==> src/design/s208_pkg.sv <==
`default_nettype none
package s208_pkg;

  localparam int unsigned WordW   = 32;
  localparam int unsigned NumWords = 16;
  localparam int unsigned PairW   = 64;
  localparam int unsigned DRounds = 4;
  localparam int unsigned StepsPerHalf = 4;
  localparam int unsigned NumCells = DRounds * 2 * StepsPerHalf;

  typedef logic [WordW-1:0] word_t;
  typedef word_t [NumWords-1:0] block_t;
  typedef logic [3:0] idx_t;
  typedef logic [1:0] role_t;

  typedef struct packed {
    logic   valid;
    block_t blk;
    block_t orig;
  } stage_t;

  // quarter roles
  localparam role_t RoleA = 2'd0;
  localparam role_t RoleB = 2'd1;
  localparam role_t RoleC = 2'd2;
  localparam role_t RoleD = 2'd3;

  // [role][quarter]
  localparam idx_t [0:3][0:3] ColIdx = '{
    '{4'd0,  4'd5,  4'd10, 4'd15},
    '{4'd4,  4'd9,  4'd14, 4'd3},
    '{4'd8,  4'd13, 4'd2,  4'd7},
    '{4'd12, 4'd1,  4'd6,  4'd11}
  };
  localparam idx_t [0:3][0:3] RowIdx = '{
    '{4'd0,  4'd5,  4'd10, 4'd15},
    '{4'd1,  4'd6,  4'd11, 4'd12},
    '{4'd2,  4'd7,  4'd8,  4'd13},
    '{4'd3,  4'd4,  4'd9,  4'd14}
  };

  localparam int unsigned RotAmt [4] = '{7, 9, 13, 18};

  function automatic idx_t word_idx(input logic is_row, input logic [1:0] q,
                                    input role_t role);
    idx_t r;
    if (is_row) begin
      r = RowIdx[role][q];
    end else begin
      r = ColIdx[role][q];
    end
    return r;
  endfunction

  function automatic word_t rotl32(input word_t v, input int unsigned n);
    return word_t'((v << n) | (v >> (WordW - n)));
  endfunction

endpackage
`default_nettype wire

==> src/design/s208_fin.sv <==
`default_nettype none
module s208_fin (
  input  logic             clk,
  input  logic             rst_n,
  input  s208_pkg::stage_t up_i,
  output logic             up_ready,
  output logic             res_valid,
  output s208_pkg::block_t res,
  input  logic             res_ready
);
  import s208_pkg::*;

  logic   valid_r;
  logic   valid_nxt;
  block_t res_r;
  block_t res_nxt;

  // feed-forward of the original words
  always_comb begin
    for (int i = 0; i < NumWords; i++) begin
      res_nxt[i] = word_t'(up_i.blk[i] + up_i.orig[i]);
    end
  end

  assign up_ready  = !valid_r || res_ready;
  assign valid_nxt = up_ready ? up_i.valid : valid_r;

  always_ff @(posedge clk) begin
    if (!rst_n) begin
      valid_r <= 1'b0;
    end else begin
      valid_r <= valid_nxt;
    end
  end

  always_ff @(posedge clk) begin
    if (up_ready && up_i.valid) begin
      res_r <= res_nxt;
    end
  end

  assign res_valid = valid_r;
  assign res       = res_r;

endmodule
`default_nettype wire

==> config.mk <==
export PLATFORM = sky130hd
export DESIGN_NAME = s208_fin
export DESIGN_NICKNAME = d
export VERILOG_FILES = /design/src/design/s208_pkg.sv /design/src/design/s208_fin.sv
export SDC_FILE = /design/constraint.sdc
export NUM_CORES = 1
export LEC_CHECK = 0
export ABC_AREA = 1
export BUFFER_PORTS_ARGS = -buffer_cell sky130_fd_sc_hd__buf_4
export CAP_MARGIN = 20
export CELL_PAD_IN_SITES_DETAIL_PLACEMENT = 1
export CELL_PAD_IN_SITES_GLOBAL_PLACEMENT = 1
export CORE_AREA = 2 2 608 610
export DETAILED_ROUTE_END_ITERATION = 6
export DIE_AREA = 0 0 610 612
export PLACE_DENSITY = 0.48
export SYNTH_ARGS = -nofsm -noshare
export SYNTH_HDL_FRONTEND = slang
export SYNTH_SLANG_ARGS = --single-unit
==> constraint.sdc <==
create_clock -name clk -period 33.5 [get_ports clk]
set_clock_uncertainty 0.2 [all_clocks]
set_input_delay 0 -clock clk [delete_from_list [all_inputs] [get_ports clk]]
set_output_delay 0 -clock clk [all_outputs]
set_load 0.005 [all_outputs]
==> metrics.yaml <==
cp_max_fo: 112
pin_count: 1542
p_leak_nw: 48.6
async_flop_share_pct: 0
hold_path.class: "in -> reg"
yosysMostFrequentCell: "nand2_1"
dieArea_mm2: 0.373
area.growth.synth_to_final_pct: 73.7
cts_resized: 0
tritoncts: "done"
dp.cells: 14800
synth_cell_type_count: 20
worst_setup_path_end_kind: "flip-flop"
synth_edf_count: 512
overflow: 0
placed_cell_area_mm2: 0.0703
grt_max_degree: 113
vias_per_cell: 3.88
maxSlewHeadroom_pct: 37.5
criticalPathCategory: "reg -> reg"
power.internal_w: 0.00209
rows: 223
hold_viol: 0
sw_frac_of_total_pct: 35.4
post_drt_wl_per_cell_um: 19.8
track_usage_pct: 17.2
synth_nets: 9923
yosys_warnings: 0
max-cap-violations: 0
coreArea_mm2: 0.367
nNetsFinal: 13400
dieHeight_um: 612
synth_top_cells_by_area: "edfxtp_1 (29%), nand2_1 (26%), inv_1 (13%), ha_1 (12%), nor2_1 (4.4%)"
synth_commonest_cells: "nand2_1 (3,664), inv_1 (1,794), nor2_1 (622), edfxtp_1 (512), ha_1 (496)"
drive_gt1_share_pct: 15.1
power_frac_clock_pct: 30.1
totalPowerFinal_w: 0.00324
clock-sinks: 513
clock_path_buffers: 4
slew_violations: 0
fin_crit_ns: 5.41
status: "finished clean"
vias: 65100
multi_input_area_mm2: 0.0304
arrival_ns: 5.62
antenna_found_initial: 113
p_seq_share_pct: 26.6
drcViolationCount: 0
period_share_pct: 16.2
cts_buffers: 88
clock_latency_ns: 0.78
design_area_mm2: 0.0913
avgSynthCellArea_um2: 6.27
numPortBuffers: 1541
first_iter_violations: 2663
power_density_mw_per_mm2: 35.5
root_buffer: "clkbuf_16"
rsz0062_at_grt: "no"
netlist_area_mm2: 0.0526
htree_levels: 3
crit_required_ns: 33.71
p_sw_w: 0.00115
drt.antenna.violating_nets: 0
fillers: 45600
initial_core_util_pct: 14.3
synthCells: 8383
seq_area_mm2: 0.0154
startpoint_type: "flip-flop"
peakVddDrop_mv: 0.0362
grt_pass1_wl_um: 471000
worst_slew_pin_slew_ns: 0.937
postCtsSetupBuffers: 0
fp.dieW_um: 610
final_core_util_pct: 24.9
ys_seq_area_share_pct: 29.3
fmax_mhz: 185
hold_buffers: 1795
synth_top_area_share_pct: 29.3
synth_top_area_cell: "edfxtp_1"
hpwlAfterDp_um: 281000
dr.pass1.iters: 5
p_comb_share_pct: 43.3
globalplace.congestion: 0.897
yosys_most_used_dff: "edfxtp_1"
synth-seq-cells: 513
fin_cells: 16800
drt_wl_total_um: 333000
tns_ns: 0
path_clk_slew_ns: 0.05
grt_pass1_vias: 68900
setup_viol: 0
-- final timing paths --
check / start / to / slack (ns) / cells past startpoint
setup / recovery: res_valid / res[134] / 28.09 / 7
hold reg to reg: res_valid / res_valid / 1.13 / 3
setup reg to reg: res_valid / res[134] / 28.09 / 7
hold / removal: up_i[499] / res[505] / 0.05 / 9
-- placed cells by master, fill, tap and decap left out, drive strengths merged, types with 3 or more instances in the layout --
cell	count
a21o	16
a21oi	321
buf	1550
bufinv	13
clkbuf	107
clkinv	25
clkinvlp	4
diode	60
dlygate4sd3	1795
edfxtp	512
fa	16
ha	496
inv	1798
nand2	3748
nand3	419
nand4	61
nor2	627
nor3	80
o21bai	32
or2	3
xnor2	19
xor2	237
-- power by group through the flow --
stage               Clock [W]  Combinational (W)  Sequential, W
floorplan                   0           0.000510       0.000901
global placement            0            0.00105       0.000875
detailed placement          0            0.00105       0.000874
CTS                   0.00102            0.00141       0.000863
global route          0.00104            0.00154       0.000868
finish               0.000977            0.00140       0.000861
-- metrics by stage --
| stage | hold WS (ns) | setup WS, ns |
|---|---|---|
| after floorplan | -0.104 | 6.89 |
| after global placement | 0.0900 | 28.59 |
| after detailed placement | 0.0884 | 28.58 |
| after CTS | 0.00134 | 28.05 |
| after global routing | 0.0735 | 27.78 |
| final | 0.0483 | 28.09 |
-- final cells by class --
cell class / instances / area share (%)
inverters: 1794 / 7.38
clock inverters: 46 / 0.624
diodes: 60 / 0.165
clock buffers: 107 / 2.54
multi-input cells: 6076 / 33.4
repair buffers: 3345 / 32.4
well taps: 4837 / 6.63
flip-flops and latches: 513 / 16.9
-- worst max-delay path, cell delays in order, from the launching register on --
cell	delay, ns
dfxtp_1	0.35
a21oi_4	0.14
dlygate4sd3_1	0.56
buf_4	0.56
buf_4	0.71
buf_4	0.81
buf_12	0.63
buf_4	0.75
-- state kept, by name, summed over array words and instances, names as in the netlist --
signal     count
res_valid      1
res          512
-- per-layer routing --
layer | wire [um] | share of wire, % | track usage (%)
met2 | 171000 | 51 | 31.9
met3 | 13700 | 4.1 | 2.79
met4 | 15500 | 4.7 | 7.61
met5 | 205 | 0.062 | 0
met1 | 133000 | 40 | 19.3
-- cells by family after synthesis --
family,Yosys count,share of synthesized area (%)
xor+xnor,256,4.27
fa+ha+maj,512,12.4
simple gates,4938,37.5
buf+inv,1794,12.8
compound gates,370,3.76
flops,513,29.3
Note: power is estimated with default switching activity, not from simulation.
